[config.mk]
export PLATFORM = sky130hd
export DESIGN_NAME = bcc_ctrl
export DESIGN_NICKNAME = d
export VERILOG_FILES = /design/src/rtl/bcc_pkg.sv /design/src/rtl/bcc_ctrl.sv
export SDC_FILE = /design/constraint.sdc
export NUM_CORES = 1
export LEC_CHECK = 0
export ABC_AREA = 1
export BUFFER_PORTS_ARGS = -buffer_cell sky130_fd_sc_hd__buf_2
export CAP_MARGIN = 20
export CORE_AREA = 2 2 39 41
export DETAILED_ROUTE_END_ITERATION = 8
export DIE_AREA = 0 0 41 43
export HOLD_SLACK_MARGIN = 0.1
export PLACE_DENSITY = 0.58
export SKIP_LAST_GASP = 1
export SYNTH_ARGS = -nofsm -noshare
export SYNTH_HDL_FRONTEND = slang
export SYNTH_SLANG_ARGS = --single-unit
[constraint.sdc]
create_clock -name clk -period 1.1 [get_ports clk]
set_input_delay 0.22 -clock clk [delete_from_list [all_inputs] [get_ports clk]]
set_output_delay 0.22 -clock clk [all_outputs]
set_load 0.02 [all_outputs]
[src/rtl/bcc_pkg.sv]
// bcc_pkg: shared types, widths, constants and joystick tables for the balance controller
// no dependencies; imported by every rtl module of the block

package bcc_pkg;

    // signal and gain formats
    localparam int SIG_W          = 24;
    localparam int FRAC_BITS      = 12;
    localparam int GAIN_FRAC_BITS = 20;

    // fixed field widths
    localparam int GAIN_W  = 24;
    localparam int OFS_W   = 24;
    localparam int LIM_W   = 23;
    localparam int CFG_W   = 24;
    localparam int JOY_W   = 8;
    localparam int CFG_IDX_W = 3;

    // joystick scaling and wheel spin threshold
    localparam int JOY_CENTER = 128;
    localparam int JOY_DEPTH  = 2 ** JOY_W;
    localparam int CMD_DIV    = 10;
    localparam int TURN_DIV   = 2000;
    localparam int SPIN_NUM   = 314;
    localparam int SPIN_DEN   = 100;
    localparam int SPIN       = ((SPIN_NUM << FRAC_BITS) + SPIN_DEN / 2) / SPIN_DEN;

    // derived datapath widths
    localparam int CMD_W    = FRAC_BITS + 6;
    localparam int TILT_W   = ((SIG_W > OFS_W) ? SIG_W : OFS_W) + 1;
    localparam int ERR_W    = ((CMD_W > SIG_W) ? CMD_W : SIG_W) + 1;
    localparam int MUL_A_W  = ((TILT_W + 1) > ERR_W) ? (TILT_W + 1) : ERR_W;
    localparam int PROD_W   = MUL_A_W + GAIN_W + 1;
    localparam int ROUND_W  = PROD_W - GAIN_FRAC_BITS;
    localparam int WIDE_W   = ROUND_W + 2;
    localparam int CMP_W    = (TILT_W > LIM_W) ? TILT_W : LIM_W;

    typedef enum logic [1:0] {
        MODE_STOPPED = 2'd0,
        MODE_RUNNING = 2'd1,
        MODE_PICKED  = 2'd2
    } mode_t;

    typedef enum logic [CFG_IDX_W-1:0] {
        REG_PITCH_OFFSET   = 3'd0,
        REG_ANGLE_GAIN_P   = 3'd1,
        REG_ANGLE_GAIN_D   = 3'd2,
        REG_SPEED_GAIN_P   = 3'd3,
        REG_SPEED_GAIN_I   = 3'd4,
        REG_INTEGRAL_LIMIT = 3'd5,
        REG_UPRIGHT_WINDOW = 3'd6,
        REG_FALL_LIMIT     = 3'd7
    } cfg_idx_t;

    // register reset values
    localparam logic signed [OFS_W-1:0] RST_PITCH_OFFSET   = -24'sd4096;
    localparam logic [GAIN_W-1:0]       RST_ANGLE_GAIN_P   = 24'd33030;
    localparam logic [GAIN_W-1:0]       RST_ANGLE_GAIN_D   = 24'd1573;
    localparam logic [GAIN_W-1:0]       RST_SPEED_GAIN_P   = 24'd1363149;
    localparam logic [GAIN_W-1:0]       RST_SPEED_GAIN_I   = 24'd3670;
    localparam logic [LIM_W-1:0]        RST_INTEGRAL_LIMIT = 23'd61440;
    localparam logic [LIM_W-1:0]        RST_UPRIGHT_WINDOW = 23'd2048;
    localparam logic [LIM_W-1:0]        RST_FALL_LIMIT     = 23'd204800;

    typedef struct packed {
        logic signed [OFS_W-1:0] pitch_offset;
        logic [GAIN_W-1:0]       angle_gain_p;
        logic [GAIN_W-1:0]       angle_gain_d;
        logic [GAIN_W-1:0]       speed_gain_p;
        logic [GAIN_W-1:0]       speed_gain_i;
        logic [LIM_W-1:0]        integral_limit;
        logic [LIM_W-1:0]        upright_window;
        logic [LIM_W-1:0]        fall_limit;
    } cfg_t;

    typedef struct packed {
        logic signed [SIG_W-1:0] pitch_angle;
        logic signed [SIG_W-1:0] pitch_rate;
        logic signed [SIG_W-1:0] wheel_speed_right;
        logic signed [SIG_W-1:0] wheel_speed_left;
        logic [JOY_W-1:0]        joy_x;
        logic [JOY_W-1:0]        joy_y;
    } in_word_t;

    typedef struct packed {
        logic signed [SIG_W-1:0] drive_left;
        logic signed [SIG_W-1:0] drive_right;
        mode_t                   mode;
    } out_word_t;

    typedef enum logic [1:0] {
        MUL_ERR_I   = 2'd0,
        MUL_ERR_P   = 2'd1,
        MUL_ANGLE_P = 2'd2,
        MUL_RATE_D  = 2'd3
    } mul_sel_t;

    // tick sequencer states
    typedef enum logic [3:0] {
        ST_IDLE,
        ST_EVAL,
        ST_MUL_I,
        ST_MUL_P,
        ST_TARGET,
        ST_MUL_A,
        ST_MUL_D,
        ST_SUM,
        ST_DONE
    } ctrl_state_t;

    typedef struct packed {
        logic     load_in;
        logic     eval;
        logic     mul_en;
        mul_sel_t mul_sel;
        logic     upd_integral;
        logic     upd_target;
        logic     upd_acc;
        logic     upd_drive;
        logic     load_out;
    } dp_cmd_t;

    typedef struct packed {
        logic run_path;
    } dp_status_t;

    typedef logic signed [CMD_W-1:0] joy_tab_t [JOY_DEPTH];

    // speed command per joystick byte, rounded to nearest with ties away from zero
    function automatic joy_tab_t build_cmd_tab();
        joy_tab_t tab;
        int       i;
        int       d;
        int       mag;
        int       r;
        for (i = 0; i < JOY_DEPTH; i++) begin
            d      = JOY_CENTER - i;
            mag    = ((d < 0) ? -d : d) << FRAC_BITS;
            r      = (mag + CMD_DIV / 2) / CMD_DIV;
            tab[i] = CMD_W'((d < 0) ? -r : r);
        end
        return tab;
    endfunction

    // turn command per joystick byte, same rounding
    function automatic joy_tab_t build_turn_tab();
        joy_tab_t tab;
        int       i;
        int       d;
        int       mag;
        int       r;
        for (i = 0; i < JOY_DEPTH; i++) begin
            d      = JOY_CENTER - i;
            mag    = ((d < 0) ? -d : d) << FRAC_BITS;
            r      = (mag + TURN_DIV / 2) / TURN_DIV;
            tab[i] = CMD_W'((d < 0) ? -r : r);
        end
        return tab;
    endfunction

    localparam joy_tab_t CMD_TAB  = build_cmd_tab();
    localparam joy_tab_t TURN_TAB = build_turn_tab();

endpackage

[src/rtl/bcc_ctrl.sv]
// bcc_ctrl: tick sequencer that steps the datapath through mode update and gain products
// depends on bcc_pkg; drives bcc_datapath through dp_cmd_t

module bcc_ctrl (
    input  logic                clk,
    input  logic                rst_n,
    input  logic                in_valid,
    output logic                in_stall,
    output logic                out_valid,
    input  logic                out_stall,
    input  bcc_pkg::dp_status_t status,
    output bcc_pkg::dp_cmd_t    cmd
);
    import bcc_pkg::*;

    ctrl_state_t state_reg;
    ctrl_state_t state_next;
    logic        out_valid_reg;
    logic        out_valid_next;

    always_ff @(posedge clk or negedge rst_n)
    begin
        if (!rst_n)
        begin
            state_reg     <= ST_IDLE;
            out_valid_reg <= 1'b0;
        end
        else
        begin
            state_reg     <= state_next;
            out_valid_reg <= out_valid_next;
        end
    end

    always_comb
    begin
        cmd            = '0;
        state_next     = state_reg;
        out_valid_next = out_valid_reg && out_stall;
        in_stall       = (state_reg != ST_IDLE);
        unique case (state_reg)
            ST_IDLE:
            begin
                if (in_valid)
                begin
                    cmd.load_in = 1'b1;
                    state_next  = ST_EVAL;
                end
            end
            ST_EVAL:
            begin
                cmd.eval   = 1'b1;
                state_next = status.run_path ? ST_MUL_I : ST_DONE;
            end
            ST_MUL_I:
            begin
                cmd.mul_en  = 1'b1;
                cmd.mul_sel = MUL_ERR_I;
                state_next  = ST_MUL_P;
            end
            ST_MUL_P:
            begin
                cmd.mul_en       = 1'b1;
                cmd.mul_sel      = MUL_ERR_P;
                cmd.upd_integral = 1'b1;
                state_next       = ST_TARGET;
            end
            ST_TARGET:
            begin
                cmd.upd_target = 1'b1;
                state_next     = ST_MUL_A;
            end
            ST_MUL_A:
            begin
                cmd.mul_en  = 1'b1;
                cmd.mul_sel = MUL_ANGLE_P;
                state_next  = ST_MUL_D;
            end
            ST_MUL_D:
            begin
                cmd.mul_en  = 1'b1;
                cmd.mul_sel = MUL_RATE_D;
                cmd.upd_acc = 1'b1;
                state_next  = ST_SUM;
            end
            ST_SUM:
            begin
                cmd.upd_drive = 1'b1;
                state_next    = ST_DONE;
            end
            ST_DONE:
            begin
                // wait for the output register to free up
                if (!out_valid_reg || !out_stall)
                begin
                    cmd.load_out   = 1'b1;
                    out_valid_next = 1'b1;
                    state_next     = ST_IDLE;
                end
            end
            default:
            begin
                state_next = ST_IDLE;
            end
        endcase
    end

    assign out_valid = out_valid_reg;

endmodule

==> impl_metrics.tcl <==
set metrics [dict create \
    status "complete, but fails checks" \
    violations "setup timing" \
    switching_power_uw 1180 \
    setup_ws_ns -0.360 \
    slew_violations 0 \
    seqPwrFrac_pct 16.3 \
    clkPwrFrac_pct 8.0 \
    vdd_drop_max_mv 1.13 \
    power.density_nw_per_um2 3210 \
    period_needed_ns 1.46 \
    core_um2 1380 \
    cts.sinks 5 \
    cp_data_required_time_ns 0.88 \
    regToRegSetupSlack_ns -0.14 \
    grt_overflow 0 \
    grt_max_degree 6 \
    htreeDepth 1 \
    relSlewSlack_pct 86.1 \
    leakage_uw 0.000422 \
    finalHoldViolations 0 \
    place_area_um2 571 \
    diodes 0 \
    synthDistinctLibCells 11 \
    wl_per_cell_um 9.97 \
    cts_tree "built" \
    grtUsageMet2_pct 20.0 \
    path_class "reg -> out" \
    ys_seq_area_share_pct 37.9 \
    pre_cts_slack_ns -0.181 \
    cp_max_fo 5 \
    die_area_um2 1760 \
    dr.first_iter.drc_count 6 \
    drc 0 \
    largest_reg_flops 4 \
    num_io_pins 17 \
    top_usage_layer "met2" \
    layout_common_cells "buf_4 (15), buf_6 (11), inv_2 (7), nor2_4 (7)" \
    cp-start-kind "flop" \
    final_common_cell "buf_4" \
    syn_inst 53 \
    gp_congestion 0.727 \
    fin_util_pct 56.1 \
    finalCritPeriodShare_pct 133 \
    drive_above_1_share_pct 74.4 \
    grt_util_all_layers_pct 12.6 \
    hpwl_um 719 \
    ant_nets 0 \
    firstDrtPassIters 3 \
    cap_violations 0 \
    grt_use_met3_pct 1.57 \
    antenna_found_initial 0 \
    end_kind "output port" \
    use_met1_pct 15.8 \
    rsz0062_at_grt "yes" \
    io_buffers 16 \
    design_area_um2 777 \
    cts.clk_slew.worst_paths_ns 0.04 \
    area_delta_synth_final_pct 135 \
    skew_ns 0.00167 \
    intPower_uw 1310 \
    fp.dieH_um 43 \
    p_total_uw 2490 \
    rows 14 \
    grt_pass1_wl_um 1470 \
    ys.warnings.count 0 \
    clk_latency_ns 0.23 \
    die_w_um 41 \
    power_frac_comb_pct 75.7 \
    setup_viol 13 \
    nets 96 \
    start_util_pct 23.9 \
    viasPerCell 4.37 \
    worstMarginPinSlew_ns 0.208 \
    syn_area_um2 330 \
    cts_buffers 3 \
    grt_pass1_vias 404 \
    fmax_mhz 685 \
    cts-root-buf "clkbuf_4" \
    syn_nets 58 \
    cp.arrival_ns 1.24 \
    ys_ff_latch 5 \
    syn_avg_cell_area_um2 6.23 \
    min_path_type "in -> reg" \
    clockBufferDepth 2 \
    p_sw_share_pct 47.5 \
    num_vias 463 \
    wl_um 1060 \
]
worst paths after layout:
path	from	cells past startpoint	to
max in group asynchronous	rst_n	2	state_reg[2]$_DFFE_PN0P_
min reg2reg	out_valid$_DFF_PN0_	2	out_valid$_DFF_PN0_
max	state_reg[3]$_DFFE_PN0P_	4	cmd[8]
min in group asynchronous	rst_n	2	out_valid$_DFF_PN0_
min	out_stall	3	out_valid$_DFF_PN0_
max reg2reg	state_reg[3]$_DFFE_PN0P_	6	state_reg[3]$_DFFE_PN0P_
layout make-up:
cell class              instances  area, um^2
flip-flops and latches          5         130
multi-input cells              34         269
inverters                      14        55.1
well taps                      16        20.0
repair buffers                 33         277
clock buffers                   4        26.3
fillers                       138         607
cells by family after synthesis:
logic type             after synthesis  synth area share [%]
AO/OA/AOI/OAI                        3                  4.54
buffers and inverters               14                  15.9
flip-flops                           5                  37.9
AND/OR/NAND/NOR                     31                  41.7
what timing repair did:
action,4_1_cts,5_1_grt
hold buffers,1,0
buffers inserted,5,5
resized for setup,32,7
hold endpoints to repair,5,0
pin swaps,4,4
setup endpoints to repair,11,14
power by group through the flow:
stage               registers, uW  clock network (uW)  logic (uW)
finish                        406                 200        1890
global route                  420                 227        2030
CTS                           405                 204        1700
detailed placement            376                   0        1350
global placement              373                   0        1340
floorplan                     389                   0         879
critical path, cell delays in order (launching register included):
cell	delay (ns)
dfrtp_2	0.44
nor2_4	0.22
inv_2	0.09
nor3_4	0.12
buf_6	0.14
per-layer routing:
metal / part of all wire (%) / vias to the layer above
li1: - / 239
met1: 44 / 215
met2: 53 / 9
met3: 2.8 / 0
met4: 0 / 0
met5: 0 / -
synth_stat cells:
library cell	count	share of area, %
o21ai_1	2	3.0
inv_1	13	15
inv_2	1	1.1
nand4_1	2	3.8
nor2_2	2	3.8
nor3_1	1	1.5
o21ai_0	1	1.5
nand3_1	8	12
nand2_1	11	13
nor2_1	7	8.0
dfrtp_1	5	38
per-stage QoR:
step / setup TNS [ns] / cells / hold slack (ns)
floorplan: -0.0813 / 53 / -0.0756
global placement: -0.964 / 93 / 0.0385
detailed placement: -1.16 / 93 / 0.0363
CTS: -3.36 / 103 / 0.212
global route: -4.36 / 106 / 0.224
finish: -3.48 / 106 / 0.215
(Power assumes the default switching activity.)
