`config.mk`:
```
export PLATFORM = sky130hd
export DESIGN_NAME = bcc_cfg_regs
export DESIGN_NICKNAME = d
export VERILOG_FILES = /design/src/rtl/bcc_pkg.sv /design/src/rtl/bcc_cfg_regs.sv
export SDC_FILE = /design/constraint.sdc
export NUM_CORES = 1
export LEC_CHECK = 0
export ABC_CLOCK_PERIOD_IN_PS = 900
export BUFFER_PORTS_ARGS = -buffer_cell sky130_fd_sc_hd__buf_2
export CAP_MARGIN = 0
export CORE_MARGIN = 8
export CORE_UTILIZATION = 51
export DETAILED_ROUTE_END_ITERATION = 8
export GPL_TIMING_DRIVEN = 0
export PLACE_DENSITY = 0.79
export SYNTH_ARGS = -nofsm -noshare
export SYNTH_HDL_FRONTEND = slang
export SYNTH_SLANG_ARGS = --single-unit
```
`constraint.sdc`:
```
create_clock -name clk -period 0.9 [get_ports clk]
set_input_delay 0.135 -clock clk [delete_from_list [all_inputs] [get_ports clk]]
set_output_delay 0.135 -clock clk [all_outputs]
set_load 0.05 [all_outputs]
```
`src/rtl/bcc_pkg.sv`:
```
// bcc_pkg: shared types, widths, constants and joystick tables for the balance controller
// no dependencies; imported by every rtl module of the block

package bcc_pkg;

    // signal and gain formats
    localparam int SIG_W          = 24;
    localparam int FRAC_BITS      = 12;
    localparam int GAIN_FRAC_BITS = 20;

    // fixed field widths
    localparam int GAIN_W  = 24;
    localparam int OFS_W   = 24;
    localparam int LIM_W   = 23;
    localparam int CFG_W   = 24;
    localparam int JOY_W   = 8;
    localparam int CFG_IDX_W = 3;

    // joystick scaling and wheel spin threshold
    localparam int JOY_CENTER = 128;
    localparam int JOY_DEPTH  = 2 ** JOY_W;
    localparam int CMD_DIV    = 10;
    localparam int TURN_DIV   = 2000;
    localparam int SPIN_NUM   = 314;
    localparam int SPIN_DEN   = 100;
    localparam int SPIN       = ((SPIN_NUM << FRAC_BITS) + SPIN_DEN / 2) / SPIN_DEN;

    // derived datapath widths
    localparam int CMD_W    = FRAC_BITS + 6;
    localparam int TILT_W   = ((SIG_W > OFS_W) ? SIG_W : OFS_W) + 1;
    localparam int ERR_W    = ((CMD_W > SIG_W) ? CMD_W : SIG_W) + 1;
    localparam int MUL_A_W  = ((TILT_W + 1) > ERR_W) ? (TILT_W + 1) : ERR_W;
    localparam int PROD_W   = MUL_A_W + GAIN_W + 1;
    localparam int ROUND_W  = PROD_W - GAIN_FRAC_BITS;
    localparam int WIDE_W   = ROUND_W + 2;
    localparam int CMP_W    = (TILT_W > LIM_W) ? TILT_W : LIM_W;

    typedef enum logic [1:0] {
        MODE_STOPPED = 2'd0,
        MODE_RUNNING = 2'd1,
        MODE_PICKED  = 2'd2
    } mode_t;

    typedef enum logic [CFG_IDX_W-1:0] {
        REG_PITCH_OFFSET   = 3'd0,
        REG_ANGLE_GAIN_P   = 3'd1,
        REG_ANGLE_GAIN_D   = 3'd2,
        REG_SPEED_GAIN_P   = 3'd3,
        REG_SPEED_GAIN_I   = 3'd4,
        REG_INTEGRAL_LIMIT = 3'd5,
        REG_UPRIGHT_WINDOW = 3'd6,
        REG_FALL_LIMIT     = 3'd7
    } cfg_idx_t;

    // register reset values
    localparam logic signed [OFS_W-1:0] RST_PITCH_OFFSET   = -24'sd4096;
    localparam logic [GAIN_W-1:0]       RST_ANGLE_GAIN_P   = 24'd33030;
    localparam logic [GAIN_W-1:0]       RST_ANGLE_GAIN_D   = 24'd1573;
    localparam logic [GAIN_W-1:0]       RST_SPEED_GAIN_P   = 24'd1363149;
    localparam logic [GAIN_W-1:0]       RST_SPEED_GAIN_I   = 24'd3670;
    localparam logic [LIM_W-1:0]        RST_INTEGRAL_LIMIT = 23'd61440;
    localparam logic [LIM_W-1:0]        RST_UPRIGHT_WINDOW = 23'd2048;
    localparam logic [LIM_W-1:0]        RST_FALL_LIMIT     = 23'd204800;

    typedef struct packed {
        logic signed [OFS_W-1:0] pitch_offset;
        logic [GAIN_W-1:0]       angle_gain_p;
        logic [GAIN_W-1:0]       angle_gain_d;
        logic [GAIN_W-1:0]       speed_gain_p;
        logic [GAIN_W-1:0]       speed_gain_i;
        logic [LIM_W-1:0]        integral_limit;
        logic [LIM_W-1:0]        upright_window;
        logic [LIM_W-1:0]        fall_limit;
    } cfg_t;

    typedef struct packed {
        logic signed [SIG_W-1:0] pitch_angle;
        logic signed [SIG_W-1:0] pitch_rate;
        logic signed [SIG_W-1:0] wheel_speed_right;
        logic signed [SIG_W-1:0] wheel_speed_left;
        logic [JOY_W-1:0]        joy_x;
        logic [JOY_W-1:0]        joy_y;
    } in_word_t;

    typedef struct packed {
        logic signed [SIG_W-1:0] drive_left;
        logic signed [SIG_W-1:0] drive_right;
        mode_t                   mode;
    } out_word_t;

    typedef enum logic [1:0] {
        MUL_ERR_I   = 2'd0,
        MUL_ERR_P   = 2'd1,
        MUL_ANGLE_P = 2'd2,
        MUL_RATE_D  = 2'd3
    } mul_sel_t;

    // tick sequencer states
    typedef enum logic [3:0] {
        ST_IDLE,
        ST_EVAL,
        ST_MUL_I,
        ST_MUL_P,
        ST_TARGET,
        ST_MUL_A,
        ST_MUL_D,
        ST_SUM,
        ST_DONE
    } ctrl_state_t;

    typedef struct packed {
        logic     load_in;
        logic     eval;
        logic     mul_en;
        mul_sel_t mul_sel;
        logic     upd_integral;
        logic     upd_target;
        logic     upd_acc;
        logic     upd_drive;
        logic     load_out;
    } dp_cmd_t;

    typedef struct packed {
        logic run_path;
    } dp_status_t;

    typedef logic signed [CMD_W-1:0] joy_tab_t [JOY_DEPTH];

    // speed command per joystick byte, rounded to nearest with ties away from zero
    function automatic joy_tab_t build_cmd_tab();
        joy_tab_t tab;
        int       i;
        int       d;
        int       mag;
        int       r;
        for (i = 0; i < JOY_DEPTH; i++) begin
            d      = JOY_CENTER - i;
            mag    = ((d < 0) ? -d : d) << FRAC_BITS;
            r      = (mag + CMD_DIV / 2) / CMD_DIV;
            tab[i] = CMD_W'((d < 0) ? -r : r);
        end
        return tab;
    endfunction

    // turn command per joystick byte, same rounding
    function automatic joy_tab_t build_turn_tab();
        joy_tab_t tab;
        int       i;
        int       d;
        int       mag;
        int       r;
        for (i = 0; i < JOY_DEPTH; i++) begin
            d      = JOY_CENTER - i;
            mag    = ((d < 0) ? -d : d) << FRAC_BITS;
            r      = (mag + TURN_DIV / 2) / TURN_DIV;
            tab[i] = CMD_W'((d < 0) ? -r : r);
        end
        return tab;
    endfunction

    localparam joy_tab_t CMD_TAB  = build_cmd_tab();
    localparam joy_tab_t TURN_TAB = build_turn_tab();

endpackage

```
`src/rtl/bcc_cfg_regs.sv`:
```
// bcc_cfg_regs: configuration register file with index decode and reset values
// depends on bcc_pkg

module bcc_cfg_regs (
    input  logic                          clk,
    input  logic                          rst_n,
    input  logic                          cfg_we,
    input  logic [bcc_pkg::CFG_IDX_W-1:0] cfg_index,
    input  logic [bcc_pkg::CFG_W-1:0]     cfg_data,
    output bcc_pkg::cfg_t                 cfg
);
    import bcc_pkg::*;

    cfg_t cfg_reg;
    cfg_t cfg_next;

    always_comb
    begin
        cfg_next = cfg_reg;
        if (cfg_we)
        begin
            unique case (cfg_idx_t'(cfg_index))
                REG_PITCH_OFFSET:   cfg_next.pitch_offset   = $signed(cfg_data[OFS_W-1:0]);
                REG_ANGLE_GAIN_P:   cfg_next.angle_gain_p   = cfg_data[GAIN_W-1:0];
                REG_ANGLE_GAIN_D:   cfg_next.angle_gain_d   = cfg_data[GAIN_W-1:0];
                REG_SPEED_GAIN_P:   cfg_next.speed_gain_p   = cfg_data[GAIN_W-1:0];
                REG_SPEED_GAIN_I:   cfg_next.speed_gain_i   = cfg_data[GAIN_W-1:0];
                REG_INTEGRAL_LIMIT: cfg_next.integral_limit = cfg_data[LIM_W-1:0];
                REG_UPRIGHT_WINDOW: cfg_next.upright_window = cfg_data[LIM_W-1:0];
                REG_FALL_LIMIT:     cfg_next.fall_limit     = cfg_data[LIM_W-1:0];
                default:            cfg_next = cfg_reg;
            endcase
        end
    end

    always_ff @(posedge clk or negedge rst_n)
    begin
        if (!rst_n)
        begin
            cfg_reg.pitch_offset   <= RST_PITCH_OFFSET;
            cfg_reg.angle_gain_p   <= RST_ANGLE_GAIN_P;
            cfg_reg.angle_gain_d   <= RST_ANGLE_GAIN_D;
            cfg_reg.speed_gain_p   <= RST_SPEED_GAIN_P;
            cfg_reg.speed_gain_i   <= RST_SPEED_GAIN_I;
            cfg_reg.integral_limit <= RST_INTEGRAL_LIMIT;
            cfg_reg.upright_window <= RST_UPRIGHT_WINDOW;
            cfg_reg.fall_limit     <= RST_FALL_LIMIT;
        end
        else
        begin
            cfg_reg <= cfg_next;
        end
    end

    assign cfg = cfg_reg;

endmodule

```
==> flow_results.org <==
** Outcome
- Result of the run :: finished, violations left
- Violations in the final reports :: negative hold slack, negative setup slack

** Setup path
- WP depth :: 1
- Of all nets on the critical path, the largest fanout is 2.
- Largest stage delay on the critical path :: 0.58 ns
- Ordered list of cells on the worst path :: buf_8
- Counting both buffers and inverters, the worst setup path holds a total of 1.
- By startpoint and endpoint, the worst setup path is classified as register to output pin.
- Grouping stages by cell kind, the critical path spends the most delay in flip-flops.
- STA classifies the critical path startpoint as a register.
- Measured in cells, the most critical reg-to-reg path has a length of 3.
- Category of the worst setup path capture point :: output pin
- CP Data Arrival Time :: 1.18 ns
- At the worst endpoint, the required time is 0.76 ns.
- The slowest stage of the critical path is the dfstp_2 cell.

** Clocking
- Number of buffers added to fix hold violations after cts :: 1
- The H-tree was split into 4 levels.
- Clock-pin slew was measured on the worst setup and hold paths at 0.07 ns.
- The clock passes through at most 2 buffers.
- The tree is rooted in a clkbuf_16.
- TritonCTS created 17 clock buffers.
- TritonCTS built the clock tree.
- Clock latency on the worst-skew pair :: 0.43 ns
- Total number of clock tree sinks :: 189

** Yosys
- Yosys cell types :: 15
- Synthesis produced 407 cells.
- Ranked by instance count, the synthesized netlist is headed by dfrtp_1, mux2_2, mux2_4, dfstp_2, mux2_1.
- Largest area contributor in the netlist :: dfrtp_1
- Mapped cell area :: 7390 um^2
- Among all cell types in the netlist, the one instantiated most often is dfrtp_1.
- Ys async rst share :: 100%
- Register area share after synthesis :: 64.8%
- Counting every net in the synthesized netlist gives 437.
- Portion of synthesized cell area occupied by the leading cell type :: 48.1%
- After synthesis the netlist holds a flip-flop and latch count of 189.
- Counting flops with a built-in enable in the synthesized netlist gives 0.
- Primary FF master, synth :: dfrtp_1
- Top cells by area, synth :: dfrtp_1, mux2_2, dfstp_2
- Each instance of the synthesized netlist takes up on average 18.2 um^2.
- Yosys printed 0 warnings.

** GRT
- Sum of overflow across all layers after global routing :: 0
- Entering global routing, the biggest net connects 117 pins.
- Number of antenna violations at the first check in global routing :: 0
- Global routing used 25.6% of the available tracks.
- The number of global-route vias before repair was 5663.
- The first global-routing pass estimated 35000 um of wire.

** Place
- Placed standard-cell area :: 9000 um^2
- The wire-length estimate of the detail-placed layout is 13100 um.
- Once placement completed, the tool counted placed cells totaling 808.
- Post-Place Worst Slack :: -0.729 ns
- During placement, the flow inserted port buffers numbering 216.
- Routability-driven placement finished with a final weighted congestion of 0.763.

** Die
- In this run the horizontal extent of the chip is 136 um.
- The floorplan step defined a core boundary enclosing 14400 um^2.
- Row count :: 44
- Total Die Area :: 18600 um^2
- For this design the top-level I/O count stands at 219.
- Vert. Die Dim :: 136 um
- Initial core utilization :: 51.4%

** STA
- Timing would allow up to 763 MHz.
- Worst Skew :: 0 ns
- The number of hold violations in the final report is 51.
- The final critical path takes up 146% of the cycle.
- Final hold analysis gives a worst-case slack of -0.348 ns.
- Setup repair after global routing could not meet its margin everywhere.
- Fin worst setup slack :: -0.411 ns
- The total count of max-transition violations in the final report was 0.
- For the pin with the worst max-slew slack, the measured transition is 0.581 ns.
- After layout, the minimum clock period comes to 1.31 ns.
- Setup total negative slack on the finished layout was measured at -53.01 ns.
- Measured against its own limit, the worst slew margin works out to 61.2%.
- Setup violations remaining at the end of the flow were counted as 249.

** Cells and area
- Synth-to-Final Area Change :: 65.3%
- Across the whole layout, storage elements account for 4790 um^2.
- Leaving out filler cells and counting taps, the final layout contains 948.
- After the last flow step, the layout net total stands at 781.
- Largest register FFs :: 189
- Final instance area :: 12200 um^2
- Area of combinational cells with multiple inputs :: 2700 um^2
- Counting the fill cells in the layout gives 593.
- Number of antenna repair diodes :: 0
- Fraction of final layout cells sized beyond drive strength 1 :: 81.3%

** Routing
- Detailed Route Iter0 Violations :: 295
- For this run, the detailed router's first-pass iteration total came to 4.
- The final layout contains routed wiring with a total length of 25100 um.
- DRC violations left :: 0
- The count of nets left with antenna violations once routing finished came out at 0.
- In the final routed layout, each cell accounts on average for 26.5 um.
- Via count :: 5034
- Vias per cell :: 5.31

** Pwr
- Across the VDD grid, the largest voltage drop is 0.00202 V.
- In this run the power spent charging and discharging nets is 14.8 mW.
- The share of total power dissipated in the clock network is 20.7%.
- Combinational logic burns 45.6% of the power.
- Seq pwr share :: 33.6%
- In this run the power density over the cells is 3070 nW/um^2.
- The internal portion of the total power is 22.7 mW.
- Of the total power, the share spent switching nets is 39.4%.
- Leakage component of the power :: 5.81 nW

** Min path
- The worst hold path belongs to the class input port to asynchronous set/reset pin.

** Job
- Max Cap Violations :: 0
-- worst paths after layout --
kind / end / slack [ns] / from
max: cfg[183] / -0.41 / cfg[183]
min: cfg[84] / -0.35 / rst_n
max reg2reg: cfg[110] / -0.13 / cfg[110]
min reg2reg: cfg[4] / 0.54 / cfg[4]
max in group asynchronous: cfg[94] / 0.29 / rst_n
min in group clk: cfg[70] / 0.05 / cfg_data[1]
-- metal layers --
metal | share of wire [%] | track usage [%]
met4 | 1.6 | 8.48
met3 | 7.7 | 8.54
met1 | 38 | 29.1
met5 | 0 | 0
met2 | 53 | 44.5
-- cell families (layout without fill, tap and decap cells) --
family        Yosys count  after routing  synth area share [%]
buf+inv                21            378                  2.51
simple gates            8              8                  1.32
flops                 189            189                  64.8
mux                   189            189                  31.4
-- power by group through the flow --
stage                     Clock [mW]  Combinational (mW)  Sequential (mW)
after floorplan                    0                2.38             18.6
after detailed placement           0                12.1             11.9
after global routing            8.20                17.7             12.8
after CTS                       7.74                15.8             12.3
final                           7.78                17.1             12.6
after global placement             0                11.9             11.8
-- cell type report --
cell class / instances / area share [%]
plain buffers: 21 / 2.45
clock buffers: 18 / 3.51
clock inverters: 14 / 1.38
multi-input cells: 197 / 22.1
flip-flops and latches: 189 / 39.3
well taps: 184 / 1.88
repair buffers: 325 / 29.4
-- through the flow --
step           utilization, %  total power, mW
6_report                 85.0             37.5
4_1_cts                  80.7             35.8
3_5_place_dp             62.6             24.0
2_1_floorplan               -             20.9
3_3_place_gp             62.4             23.7
5_1_grt                  85.0             38.6
-- cells in the final DEF (no fill, tap or decap) --
| cell | netlist | layout |
|---|---|---|
| buf_6 | 8 | 217 |
| dfrtp_1 | 142 | 137 |
| mux2_4 | 50 | 119 |
| mux2_2 | 119 | 70 |
| buf_8 | 3 | 55 |
| dfstp_2 | 47 | 47 |
| buf_4 | 0 | 40 |
| buf_2 | 10 | 24 |
| clkbuf_16 | 0 | 17 |
| buf_12 | 0 | 7 |
| dfrtp_2 | 0 | 5 |
| clkinvlp_4 | 0 | 5 |
| bufinv_16 | 0 | 3 |
| clkinv_2 | 0 | 3 |
| nand4b_1 | 2 | 2 |
| clkinv_4 | 0 | 2 |
| buf_16 | 0 | 2 |
| nor4b_4 | 1 | 1 |
| and4bb_2 | 1 | 1 |
| and4bb_1 | 1 | 1 |
| nand4b_4 | 0 | 1 |
| nor4bb_4 | 0 | 1 |
| nand4_1 | 1 | 1 |
| clkbuf_1 | 0 | 1 |
| inv_6 | 0 | 1 |
| dlygate4sd3_1 | 0 | 1 |
-- timing repair --
item,4_1_cts,5_1_grt
hold endpoints to repair,55,50
endpoints found under the setup margin,289,285
pin swaps,2,3
resized for setup,446,85
buffers inserted,63,63
cloned,2,0
(Power assumes the default switching activity.)
